`config.mk`:
```
export PLATFORM = sky130hd
export DESIGN_NAME = cpm_cell
export DESIGN_NICKNAME = d
export VERILOG_FILES = /design/src/sv/cpm_pkg.sv /design/src/sv/cpm_cell.sv
export SDC_FILE = /design/constraint.sdc
export NUM_CORES = 1
export LEC_CHECK = 0
export CAP_MARGIN = 5
export CORE_ASPECT_RATIO = 1.5
export CORE_MARGIN = 5
export CORE_UTILIZATION = 50
export CTS_CLUSTER_DIAMETER = 100
export DETAILED_ROUTE_END_ITERATION = 8
export DONT_BUFFER_PORTS = 1
export PLACE_DENSITY_LB_ADDON = 0.12
export SLEW_MARGIN = 20
export SYNTH_ARGS = -nofsm -noshare
export SYNTH_HDL_FRONTEND = slang
export SYNTH_SLANG_ARGS = --single-unit
```
`constraint.sdc`:
```
create_clock -name i_clk -period 3.6 [get_ports i_clk]
set_input_delay 0.72 -clock i_clk [delete_from_list [all_inputs] [get_ports i_clk]]
set_output_delay 0.72 -clock i_clk [all_outputs]
set_load 0.01 [all_outputs]
```
`src/sv/cpm_pkg.sv`:
```
// ============================================================================
// cpm_pkg
// Shared types and codes of the shared palette merger.
// ============================================================================
package cpm_pkg;

    localparam int PALETTE_ENTRIES_DEF = 256;
    localparam int COLOUR_BITS_DEF     = 32;

    typedef enum logic [1:0] {
        MODE_START  = 2'd0,
        MODE_COLOUR = 2'd1,
        MODE_END    = 2'd2,
        MODE_FINISH = 2'd3
    } t_mode;

    typedef enum logic [2:0] {
        ST_MAPPED   = 3'd0,
        ST_FULL     = 3'd1,
        ST_IGNORED  = 3'd2,
        ST_ACCEPTED = 3'd3,
        ST_REJECTED = 3'd4,
        ST_FINISHED = 3'd5
    } t_status;

    typedef struct packed {
        logic valid;
        logic fill;
        logic found;
        logic fresh;
    } t_flags;

endpackage

```
`src/sv/cpm_cell.sv`:
```
// ============================================================================
// cpm_cell
// One palette entry with its destination-used bit; compares, appends and
// passes the search item on to the next cell.
// ============================================================================
module cpm_cell #(
    parameter int PALETTE_ENTRIES = cpm_pkg::PALETTE_ENTRIES_DEF,
    parameter int COLOUR_BITS     = cpm_pkg::COLOUR_BITS_DEF,
    parameter int IDX             = 0,
    localparam int IW             = $clog2(PALETTE_ENTRIES),
    localparam int CW             = $clog2(PALETTE_ENTRIES + 1)
) (
    input  logic                   i_clk,
    input  logic                   i_rst_n,
    input  logic [CW-1:0]          i_count,
    input  logic                   i_clear,
    input  cpm_pkg::t_flags        i_flags,
    input  logic [COLOUR_BITS-1:0] i_colour,
    input  logic [IW-1:0]          i_idx,
    output cpm_pkg::t_flags        o_flags,
    output logic [COLOUR_BITS-1:0] o_colour,
    output logic [IW-1:0]          o_idx
);

    localparam logic [CW-1:0] OWN_POS = CW'(IDX);
    localparam logic [IW-1:0] OWN_IDX = IW'(IDX);

    logic [COLOUR_BITS-1:0] r_entry;
    logic                   r_used;
    cpm_pkg::t_flags        r_flags;
    logic [COLOUR_BITS-1:0] r_colour;
    logic [IW-1:0]          r_idx;

    logic            hit;
    logic            take;
    logic            mark;
    cpm_pkg::t_flags n_flags;
    logic [IW-1:0]   n_idx;

    always_comb begin
        hit  = i_flags.valid && !i_flags.fill && !i_flags.found &&
               (OWN_POS < i_count) && (r_entry == i_colour);
        take = i_flags.valid && !i_flags.found && (OWN_POS == i_count);
        mark = hit || (take && !i_flags.fill);
        n_flags = i_flags;
        n_idx   = i_idx;
        if (hit || take) begin
            n_flags.found = 1'b1;
            n_idx         = OWN_IDX;
        end
        if (mark && !r_used) begin
            n_flags.fresh = 1'b1;
        end
    end

    always_ff @(posedge i_clk) begin
        if (!i_rst_n) begin
            r_used  <= 1'b0;
            r_flags <= '0;
        end else begin
            r_flags <= n_flags;
            if (i_clear) begin
                r_used <= 1'b0;
            end else if (mark) begin
                r_used <= 1'b1;
            end
        end
        if (take) begin
            r_entry <= i_colour;
        end
        r_colour <= i_colour;
        r_idx    <= n_idx;
    end

    assign o_flags  = r_flags;
    assign o_colour = r_colour;
    assign o_idx    = r_idx;

endmodule

```
---- Word-level counts from Yosys, hierarchy flattened ----
Cells that the tools add are included.
word-level totals
  register bits after elaboration ......... 77
  bits of input ports ..................... 56
operators by class
  magnitude comparators ................... 1
  equal/unequal tests ..................... 1
  mux-type cells .......................... 2
  bitwise logic cells ..................... 1
  reduce and logical (&&, ||, !) cells .... 15
operators by type and width
  cell                                                                  number
  32-bit == test                                                        1
  9-bit logical NOT                                                     1
  1-bit by 9-bit < comparator with 1-bit output (first input constant)  1
  1-bit logical AND                                                     8
  1-bit logical NOT                                                     3
  1-bit logical OR                                                      2
  1-bit two-way mux                                                     2
  2-bit OR reduction                                                    1
  1-bit inverter                                                        1

---- Logic depth before layout (Yosys ltp) ----
Gate-level depths: netlist of run 1.
  word-level depth ........................ 8
  depth in mapped cells ................... 5
  gate-level depth less buffers ........... 5

---- Least setup slack after synthesis of run 1 ----
OpenSTA, ideal clock, no wires.
  path kind ............................... input-to-reg
  from .................................... in i_count[5]
  to ...................................... reg r_idx[0], in the netlist o_idx[0]
  setup time .............................. 116 ps
  arrival time ............................ 2994 ps
  required time ........................... 3484 ps
  path slack .............................. 490 ps
  stages .................................. 5
  buffers on the path ..................... 0
  path through ............................ nor4_2 -> nand3_2 -> nor2_1 -> a31oi_2 -> and2_1
between the ends
  elaborated cells between the ends (all ways) .. 6
RTL lines
  element                 line            RTL
  start: declaration      cpm_cell.sv:15  input logic [CW-1:0] i_count,
  9-bit logical NOT       cpm_cell.sv:43  take = i_flags.valid && !i_flags.found && (OWN_POS == i_count);
  1-bit logical AND       cpm_cell.sv:43
  via take                cpm_cell.sv:35  logic take;
  1-bit logical OR        cpm_cell.sv:47  if (hit || take) begin
  end signal: assignment  cpm_cell.sv:72  r_idx <= n_idx;
  end: declaration        cpm_cell.sv:32  logic [IW-1:0] r_idx;
The timed path passes the listed nets, and every way through them passes these cells.
A chain may end at the register's enable or synchronous reset.

---- Final worst setup path of run 1 ----
  from .................................... in i_count[5]
  to ...................................... reg r_idx[1], in the netlist o_idx[1]
Same word-level chain as after synthesis.

==> results of run 1 <==
power by group through the flow:
stage / Sequential, W / Combinational [W] / Clock, W
2_1_floorplan: 0.000974 / 0.0000271 / 0
3_3_place_gp: 0.000978 / 0.0000323 / 0
3_5_place_dp: 0.000978 / 0.0000323 / 0
4_1_cts: 0.000959 / 0.0000325 / 0.000619
5_1_grt: 0.000960 / 0.0000362 / 0.000667
6_report: 0.000958 / 0.0000318 / 0.000603
metrics by stage:
| stage | hold slack [ns] | utilization | setup WS, ns | instances | cell area (um^2) |
|---|---|---|---|---|---|
| after CTS | 0.386 | 0.574 | 1.45 | 241 | 2760 |
| final | 0.406 | 0.574 | 1.48 | 241 | 2760 |
| after global routing | 0.379 | 0.574 | 1.32 | 241 | 2760 |
| after floorplan | 0.476 | - | 0.490 | 159 | 2480 |
| after global placement | 0.488 | 0.534 | 1.18 | 225 | 2570 |
| after detailed placement | 0.493 | 0.534 | 1.08 | 225 | 2570 |
cell usage after synthesis, drive strengths merged:
master / instances
a31oi: 1
nand3: 1
a211o: 1
and3: 1
nand4: 3
or4: 1
and4: 2
xnor2: 6
edfxtp: 32
nor4b: 1
o311a: 1
xor2: 26
nor2: 2
nand4b: 1
and2: 10
inv: 1
nand2: 2
nand2b: 2
o31a: 1
nor3: 6
dfxtp: 45
nor4: 13
cells in the final DEF (no fill, tap or decap):
cell type  Yosys  layout
nand3_2        1       1
nor4b_2        1       1
nor2_4         0       1
o311a_1        1       1
dfxtp_1       45      45
nor4_1        12      12
nor2_1         2       1
nand2b_1       2       2
clkbuf_8       0      11
and3_1         1       1
and4_4         1       1
and4_1         1       1
nand4_1        3       3
nand2_1        2       2
nor3_1         6       6
xnor2_1        6       6
a211o_1        1       1
a31oi_2        1       1
nor4_2         1       1
o31a_1         1       1
clkbuf_1       0       4
edfxtp_1      32      32
inv_1          1       1
and2_1        10      10
xor2_1        26      26
clkbuf_16      0       1
or4_1          1       1
nand4b_1       1       1
cell type report:
cell class / instances / area (um^2) / area share
Inverter: 1 / 3.75 / 0.00136
Sequential cell: 77 / 1860 / 0.674
Multi-Input combinational cell: 81 / 622 / 0.225
Clock buffer: 16 / 191 / 0.0693
Tap cell: 66 / 82.6 / 0.0299
cells by family (layout without fill, tap and decap cells):
group / after synthesis / after routing / synth area share
flops: 77 / 77 / 0.751
simple gates: 45 / 45 / 0.119
buf+inv: 1 / 17 / 0.00151
xor+xnor: 32 / 32 / 0.113
compound gates: 4 / 4 / 0.0161
how the worst max path moves through the flow:
stage                from  slack, ns             endpoint
6_report       i_count[5]       1.48  o_idx[1]$_SDFF_PP0_
3_3_place_gp   i_count[5]       1.18  o_idx[7]$_SDFF_PP0_
3_5_place_dp   i_count[5]       1.08  o_idx[3]$_SDFF_PP0_
4_1_cts        i_count[5]       1.45  o_idx[3]$_SDFF_PP0_
2_1_floorplan  i_count[5]       0.49  o_idx[0]$_SDFF_PP0_
5_1_grt        i_count[5]       1.32  o_idx[6]$_SDFF_PP0_
registers in the layout, summed over array words and instances (netlist names):
name,flops
o_colour,32
r_entry,32
o_idx,8
o_flags,4
r_used,1
per-layer routing:
layer | part of all wire | up-vias
met5 | 0 | -
met2 | 0.49 | 68
met3 | 0.099 | 9
li1 | - | 597
met1 | 0.38 | 594
met4 | 0.026 | 0
critical path, cell delays in order:
cell and delay [ns]:
nor4_2 0.27, nand3_2 0.19, nor2_4 0.76, a31oi_2 0.15, and2_1 0.22
==> impl_results.md, run 1 <==
- Run status: finished, final reports clean
- Vias: 1268
- Reg2reg path depth: 5
- Sequential share of the synthesized area: 0.751
- Worst r2r dst: o_flags[0]$_SDFF_PN0_
- Via density: 5.26
- DP HPWL: 3250 um
- Switching pwr: 0.000309 W
- Gr busiest metal: met2
- Clock power frac: 0.379
- Final total power: 0.00159 W
- Unrepaired setup endpoints after global routing: false
- Initial drt markers: 109
- Ports: 100
- Met1 Use GR: 0.155
- Slew Limit Fails: 0
- Layout overhead on the synthesized area: 11.4%
- Min-Delay Endpoint: o_colour[29]$_DFF_P_
- ANT cells: 0
- Drc violations: 0
- Sink Count: 77
- Post-CTS Setup Bufs: 0
- Vias in the first global route: 1273
- ANT nets after route: 0
- Clk Latency, worst-skew pair: 0.33 ns
- Synth warn: 0
- Routed WL per cell: 17.9 um
- CTS tree: built
- Worst-case clock buffer depth: 2
- Layout cells sized above 1: 0.103
- Final clock skew: 0.00437 ns
- Fmax: 0.472 GHz
- Critical Path RT: 3.83 ns
- Fin Setup TNS: 0 ns
- Crit Path Class: in2reg
- Global route total overflow: 0
- Antenna violations before repair: 0
- # hold bufs at CTS: 0
- Die area: 6500 um^2
- Area share of the largest cell type after synthesis: 0.387
- Largest cells by area after synthesis: edfxtp_1, dfxtp_1, xor2_1
- Final WL: 4320 um
- # fillers: 439
- Final setup viols: 0
- GRT Total Usage: 0.138
- Area of the core: 4810 um^2
- Cell Area, Synth: 2480 um^2
- Power per cell area: 577 nW/um^2
- Max-Cap Viols: 0
- Pint: 0.00128 W
- Worst path arrival time: 2.35 ns
- Worst Hold Path Cells: 0
- Number of synthesized register bits: 77
- Critical R2R Launch: r_entry[30]$_DFFE_PP_
- Switching share of power: 0.194
- Reg2reg setup slack: 1.93 ns
- Worst slew margin: 0.356
- Worst setup SP type: input port
- CTS Root Cell: clkbuf_8
- Min Tclk post-route: 2.12 ns
- First-pass GRT wire length: 6330 um
- Critical Path End Type: flop
- Worst-Margin Slew: 0.964 ns
- Initial core utilization: 0.516
- GP Congestion: 0.742
- Max VDD drop: 0.000330 V
- GR Layer Usage met3: 0.0561
- GRT met2 Usage: 0.210
- Syn_nets: 215
- Port Buffer Count: 0
- Largest net degree at the start of global routing: 35
- Gate Count Post-Synth: 159
- Cell Rows: 31
- CTS H-tree depth: 3
- Post-Syn Area per Cell: 15.6 um^2
- Distinct cells, synth: 24
- Hold Vio Cnt, Final: 0
- Resize count post-CTS: 0
- Final nets: 226
- Static leakage: 0.980 nW
- Min-delay src: i_colour[29]
- Combinational Power Share: 0.020
- 1st-pass router iterations: 3
- Num CTS Buffers: 9
- Clock slew at reported path FFs: 0.07 ns
- Register share of total power: 0.601
- Fin crit share: 0.589
- Worst hold path type: in2reg
- Largest area contributor in the netlist: edfxtp_1
- Die extent in y: 96.3 um
- Die Wd: 67.5 um
- Crit Path Max Fanout: 34
Note: power is estimated with default switching activity, not from simulation.
==> run 2: changes to the inputs <==
==> constraint.sdc (replaced) <==
create_clock -name i_clk -period 2.2 [get_ports i_clk]
set_input_delay 0.44 -clock i_clk [delete_from_list [all_inputs] [get_ports i_clk]]
set_output_delay 0.44 -clock i_clk [all_outputs]
set_load 0.01 [all_outputs]
==> run 2 against run 1 <==
Non-clock buffer count rose by 2. Clock skew rose by 0.0043 ns. Sequential share of layout area decreased by 0.76 points. Die area did not move. Critical path depth did not move. Count of clock-buffer cells in the layout down 6. Register-to-register slack lost 1.4 ns. Via count increased by 0.32%. Total power rose by 69%. Combinational power rose by 64%. Worst setup slack got worse by 0.93 ns.
==> impl_results.md, run 2 (synthesis gave the netlist of run 1 again) <==
- Min Tclk post-route: 1.65 ns
- Worst-case clock buffer depth: 2 (unchanged)
- Max-Cap Viols: 0 (unchanged)
- Clk Latency, worst-skew pair: 0.34 ns (was 0.33 ns)
- Initial drt markers: 78 (was 109)
- Die area: 6500 um^2 (unchanged)
- Commonest non-fill, non-tap cells in the layout: dfxtp_1, edfxtp_1, xor2_1, nor4_1, and2_1 (was dfxtp_1, edfxtp_1, xor2_1, nor4_1, clkbuf_8)
- Reg2reg path depth: 5 (unchanged)
- Commonest non-fill, non-tap cell in the layout: dfxtp_1 (unchanged)
- Die Wd: 67.5 um (unchanged)
- Static leakage: 1.00 nW (was 0.980 nW)
- Unrepaired setup endpoints after global routing: false (unchanged)
- Num CTS Buffers: 9 (unchanged)
- Clock slew at reported path FFs: 0.08 ns (was 0.07 ns)
- Crit Path Max Fanout: 2 (was 34)
- Die extent in y: 96.3 um (unchanged)
- Worst slack, placed: 0.428 ns (was 1.08 ns)
- Critical R2R Launch: r_entry[30]$_DFFE_PP_ (unchanged)
- Critical Path End Type: flop (unchanged)
- ANT nets after route: 0 (unchanged)
- CTS H-tree depth: 3 (unchanged)
- Hold Vio Cnt, Final: 0 (unchanged)
- Final setup viols: 0 (unchanged)
- Post-CTS Setup Bufs: 0 (unchanged)
- Port Buffer Count: 0 (unchanged)
- Drc violations: 0 (unchanged)
- Sink Count: 77 (unchanged)
- GRT met2 Usage: 0.217 (was 0.210)
- Cell Rows: 31 (unchanged)
- Worst slew margin: 0.777 (was 0.356)
- Fmax: 0.605 GHz
- ANT cells: 0 (unchanged)
- Initial core utilization: 0.516 (unchanged)
- Max VDD drop: 0.000556 V (was 0.000330 V)
- Worst setup SP type: flop (was input port)
- Critical Path RT: 2.49 ns (was 3.83 ns)
- Worst r2r dst: o_flags[0]$_SDFF_PN0_ (unchanged)
- Worst-Margin Slew: 0.334 ns (was 0.964 ns)
- Power per cell area: 962 nW/um^2 (was 577 nW/um^2)
- Hold Slack: 0.119 ns (was 0.406 ns)
- Reg2reg setup slack: 0.55 ns (was 1.93 ns)
- Slew Limit Fails: 0 (unchanged)
- Vias in the first global route: 1315 (was 1273)
- 1st-pass router iterations: 4 (was 3)
- Vias: 1272 (was 1268)
- Ports: 100 (unchanged)
- Via density: 5.23 (was 5.26)
- Largest net degree at the start of global routing: 20 (was 35)
- Gr busiest metal: met2 (unchanged)
- Layout overhead on the synthesized area: 12.6% (was 11.4%)
- Min-delay src: i_colour[20] (was i_colour[29])
- Routed WL per cell: 17.7 um (was 17.9 um)
- Global route total overflow: 0 (unchanged)
- # hold bufs at CTS: 0 (unchanged)
- Fin Setup TNS: 0 ns (unchanged)
- Crit Path Class: reg2reg (was in2reg)
- Met1 Use GR: 0.155 (about the same)
- CTS tree: built (unchanged)
- Fin crit share: 0.751
- Final clock skew: 0.00871 ns (was 0.00437 ns)
- DP HPWL: 3300 um (was 3250 um)
- Layout cells sized above 1: 0.136 (was 0.103)
- GRT Total Usage: 0.139 (was 0.138)
- Final WL: 4310 um (was 4320 um)
- Worst Hold Path Cells: 0 (unchanged)
- GP Congestion: 0.734 (was 0.742)
- Worst hold path type: in2reg (unchanged)
- Antenna violations before repair: 0 (unchanged)
- CTS Root Cell: clkbuf_8 (unchanged)
- Final worst slack: 0.547 ns (was 1.48 ns)
- Run status: finished, final reports clean (unchanged)
- Min-Delay Endpoint: o_colour[20]$_DFF_P_ (was o_colour[29]$_DFF_P_)
- Final nets: 228 (was 226)
- First-pass GRT wire length: 6470 um (was 6330 um)
- GR Layer Usage met3: 0.0619 (was 0.0561)
- Resize count post-CTS: 0 (unchanged)
- Worst path arrival time: 1.94 ns (was 2.35 ns)
- Area of the core: 4810 um^2 (unchanged)
==> run 2: cell count changes in the layout (fill, tap and decap cells not counted), sizes merged <==
cell      before  now
inv            1    2
clkinvlp       0    1
buf            0    2
clkinv         0    3
bufinv         0    1
clkbuf        16   10
==> run 2: area by class of cell <==
cell class                      instances  area (um^2)
Fill cell                             421         2020
Sequential cell                        77         1860
Multi-Input combinational cell         81          622
Clock buffer                           10          149
Tap cell                               66         82.6
Clock inverter                          6         58.8
Timing Repair Buffer                    2         15.0
Inverter                                1         3.75
==> run 2: layer usage <==
| layer | vias to the layer above | part of all wire |
|---|---|---|
| met5 | - | 0 |
| met4 | 0 | 0.018 |
| met3 | 9 | 0.10 |
| met2 | 72 | 0.50 |
| met1 | 590 | 0.37 |
| li1 | 601 | - |
==> run 2: report_power, final <==
group	switching (W)	internal [W]
logic	0.0000254	0.0000269
registers	0.0000376	0.00153
clock network	0.000481	0.000587
==> run 2: per-stage QoR <==
step | std cells | total power, W | utilization | area (um^2)
CTS | 243 | 0.00272 | 0.581 | 2790
floorplan | 159 | 0.00164 | - | 2490
detailed placement | 227 | 0.00165 | 0.537 | 2580
finish | 243 | 0.00269 | 0.581 | 2790
global placement | 227 | 0.00165 | 0.537 | 2580
global route | 243 | 0.00280 | 0.581 | 2790
==> run 2: worst max path at each step <==
stage / from / end / slack, ns / depth (start not counted)
2_1_floorplan: i_count[5] / o_idx[0]$_SDFF_PP0_ / 0.32 / 5
3_3_place_gp: i_colour[21] / o_idx[3]$_SDFF_PP0_ / 0.47 / 5
3_5_place_dp: i_count[5] / r_used$_SDFFE_PP0P_ / 0.43 / 5
4_1_cts: r_entry[30]$_DFFE_PP_ / o_flags[0]$_SDFF_PN0_ / 0.53 / 5
5_1_grt: r_entry[11]$_DFFE_PP_ / o_flags[0]$_SDFF_PN0_ / 0.44 / 5
6_report: r_entry[30]$_DFFE_PP_ / o_flags[0]$_SDFF_PN0_ / 0.55 / 5
==> run 2: worst max-delay path: stages (launching register included) <==
cell,delay [ns]
edfxtp_1,0.39
xnor2_1,0.19
nand4_1,0.13
or4_1,0.49
nor4_1,0.26
a211o_1,0.14
==> run 3: changes to the inputs <==
==> constraint.sdc (replaced) <==
create_clock -name i_clk -period 1.53 [get_ports i_clk]
set_input_delay 0.306 -clock i_clk [delete_from_list [all_inputs] [get_ports i_clk]]
set_output_delay 0.306 -clock i_clk [all_outputs]
set_load 0.01 [all_outputs]
==> run 3 against run 2 <==
The run now ends with setup timing left. Flip-flop and latch count unchanged. Register-to-register slack worse by 0.60 ns. Sequential power up 43%.
==> impl_results.md, run 3 (synthesis gave the netlist of run 1 again) <==
- Run status: complete, but fails checks (was finished, final reports clean)
- Failing checks: setup timing
- Largest net degree at the start of global routing: 24 (was 20)
- Crit Path Class: reg2reg (unchanged)
- CTS Root Cell: clkbuf_8 (unchanged)
- Final worst slack: -0.0522 ns (was 0.547 ns)
- Worst setup SP type: flop (unchanged)
- Worst-Margin Slew: 0.300 ns (was 0.334 ns)
- Unrepaired setup endpoints after global routing: true (was false)
- Final clock skew: 0.00887 ns (was 0.00871 ns)
- Layout overhead on the synthesized area: 31.8% (was 12.6%)
- Max VDD drop: 0.000920 V (was 0.000556 V)
- Hold Vio Cnt, Final: 0 (unchanged)
- Slowest cell on the critical path: edfxtp_1 (was or4_1)
- Post-CTS Setup Bufs: 0 (unchanged)
- Slew Limit Fails: 0 (unchanged)
- Die extent in y: 96.3 um (unchanged)
- Vias in the first global route: 1563 (was 1315)
- Vias: 1449 (was 1272)
- GP Congestion: 0.691 (was 0.734)
- Worst path cell trace: xor2_1, nor4_2, nand4_1, nor4_4, a211o_1 (was xnor2_1, nand4_1, or4_1, nor4_1, a211o_1)
- Via density: 5.21 (was 5.23)
- Clock slew at reported path FFs: 0.07 ns (was 0.08 ns)
- Port Buffer Count: 0 (unchanged)
- Fin area: 3270 um^2 (was 2790 um^2)
- Sink Count: 77 (unchanged)
- Initial core utilization: 0.516 (unchanged)
- Clk Latency, worst-skew pair: 0.34 ns (about the same)
- Static leakage: 1.20 nW (was 1.00 nW)
- Num CTS Buffers: 9 (unchanged)
- Final setup viols: 10 (was 0)
- Die Wd: 67.5 um (unchanged)
- # fillers: 373 (was 421)
- Worst path arrival time: 1.87 ns (was 1.94 ns)
- Worst-case clock buffer depth: 2 (unchanged)
- Commonest non-fill, non-tap cell in the layout: dfxtp_1 (unchanged)
- Slowest stage delay, CP: 0.39 ns (was 0.49 ns)
- Routed WL per cell: 18.4 um (was 17.7 um)
- Final nets: 263 (was 228)
- Drc violations: 0 (unchanged)
- Global route total overflow: 0 (unchanged)
- # placed instances: 230 (was 227)
- First-pass GRT wire length: 7480 um (was 6470 um)
- Initial drt markers: 107 (was 78)
- Critical Path RT: 1.82 ns (was 2.49 ns)
- Area of the core: 4810 um^2 (unchanged)
- Critical Path End Type: flop (unchanged)
- Worst slew margin: 0.800 (was 0.777)
- ANT nets after route: 0 (unchanged)
- GRT Total Usage: 0.162 (was 0.139)
- Layout cells sized above 1: 0.184 (was 0.136)
- Antenna violations before repair: 0 (unchanged)
- Crit Path Max Fanout: 2 (unchanged)
- DP HPWL: 3540 um (was 3300 um)
- ANT cells: 0 (unchanged)
- Area after DPL: 2640 um^2 (was 2580 um^2)
- Ports: 100 (unchanged)
- Fin crit share: 1.03 (was 0.751)
- Die area: 6500 um^2 (unchanged)
- 1st-pass router iterations: 4 (unchanged)
- Power per cell area: 1210 nW/um^2 (was 962 nW/um^2)
- Max-Cap Viols: 0 (unchanged)
- Worst hold path type: in2reg (unchanged)
- Cell Rows: 31 (unchanged)
- Commonest non-fill, non-tap cells in the layout: dfxtp_1, dlygate4sd3_1, edfxtp_1, xor2_1, clkbuf_8 (was dfxtp_1, edfxtp_1, xor2_1, nor4_1, and2_1)
- CTS H-tree depth: 3 (unchanged)
- Final std cells w/o fill: 278 (was 243)
- Final WL: 5120 um (was 4310 um)
- Min Tclk post-route: 1.58 ns (was 1.65 ns)
- CTS tree: built (unchanged)
- Fmax: 0.632 GHz (was 0.605 GHz)
-- run 3: stage by stage --
step | hold WS, ns | TNS, ns | total power [W] | setup WS (ns) | util
final | 0.0549 | -0.197 | 0.00395 | -0.0522 | 0.680
after global routing | 0.0307 | -1.13 | 0.00410 | -0.127 | 0.680
after CTS | 0.0301 | -0.214 | 0.00400 | -0.0489 | 0.670
after detailed placement | 0.334 | -0.735 | 0.00238 | -0.122 | 0.548
after global placement | 0.334 | -0.386 | 0.00238 | -0.101 | 0.548
after floorplan | 0.334 | -6.72 | 0.00236 | -0.172 | -
-- run 3: timing repair --
item / CTS / global route
endpoints found under the hold margin: 32 / 0
resized for setup: 8 / 7
endpoints found under the setup margin: 11 / 11
pin swaps: 6 / 4
hold buffers: 32 / 0
-- run 3: path summary, 6_finish.rpt --
| path | startpoint | endpoint | slack [ns] | cells past startpoint |
|---|---|---|---|---|
| worst min-delay path | i_colour[23] | r_entry[23]$_DFFE_PP_ | 0.05 | 0 |
| worst min register to register | r_used$_SDFFE_PP0P_ | r_used$_SDFFE_PP0P_ | 0.54 | 1 |
| worst max-delay path | r_entry[24]$_DFFE_PP_ | o_flags[0]$_SDFF_PN0_ | -0.05 | 5 |
| worst max register to register | r_entry[24]$_DFFE_PP_ | o_flags[0]$_SDFF_PN0_ | -0.05 | 5 |
-- run 3: cell type report --
cell class | instances | area (um^2) | area share
clock buffers | 14 | 205 | 0.0628
clock inverters | 2 | 10.0 | 0.00306
inverters | 1 | 3.75 | 0.00115
multi-input cells | 81 | 736 | 0.225
flip-flops and latches | 77 | 1860 | 0.569
well taps | 66 | 82.6 | 0.0253
repair buffers | 37 | 370 | 0.113
-- run 3: report_power, final --
group          leakage (nW)  switching (W)  internal, W
sequential            0.666      0.0000561      0.00220
combinational         0.421      0.0000561     0.000101
clock                 0.113       0.000671     0.000871
total                  1.20       0.000783      0.00317
-- run 3: worst max-delay path: cells and delay by family, from the launching register on --
family                    cells  cell delay [ns]
AOI/OAI and AO/OA             1             0.12
xor gates and xnor gates      1             0.18
DFF                           1             0.39
and+or+nand+nor               3             0.84
-- run 3: metal layers --
metal	vias up	wire length, um	global-route usage
li1	671	-	-
met1	698	1810	0.166
met2	71	2740	0.276
met3	9	483	0.0759
met4	0	85	0.0711
met5	-	0	0
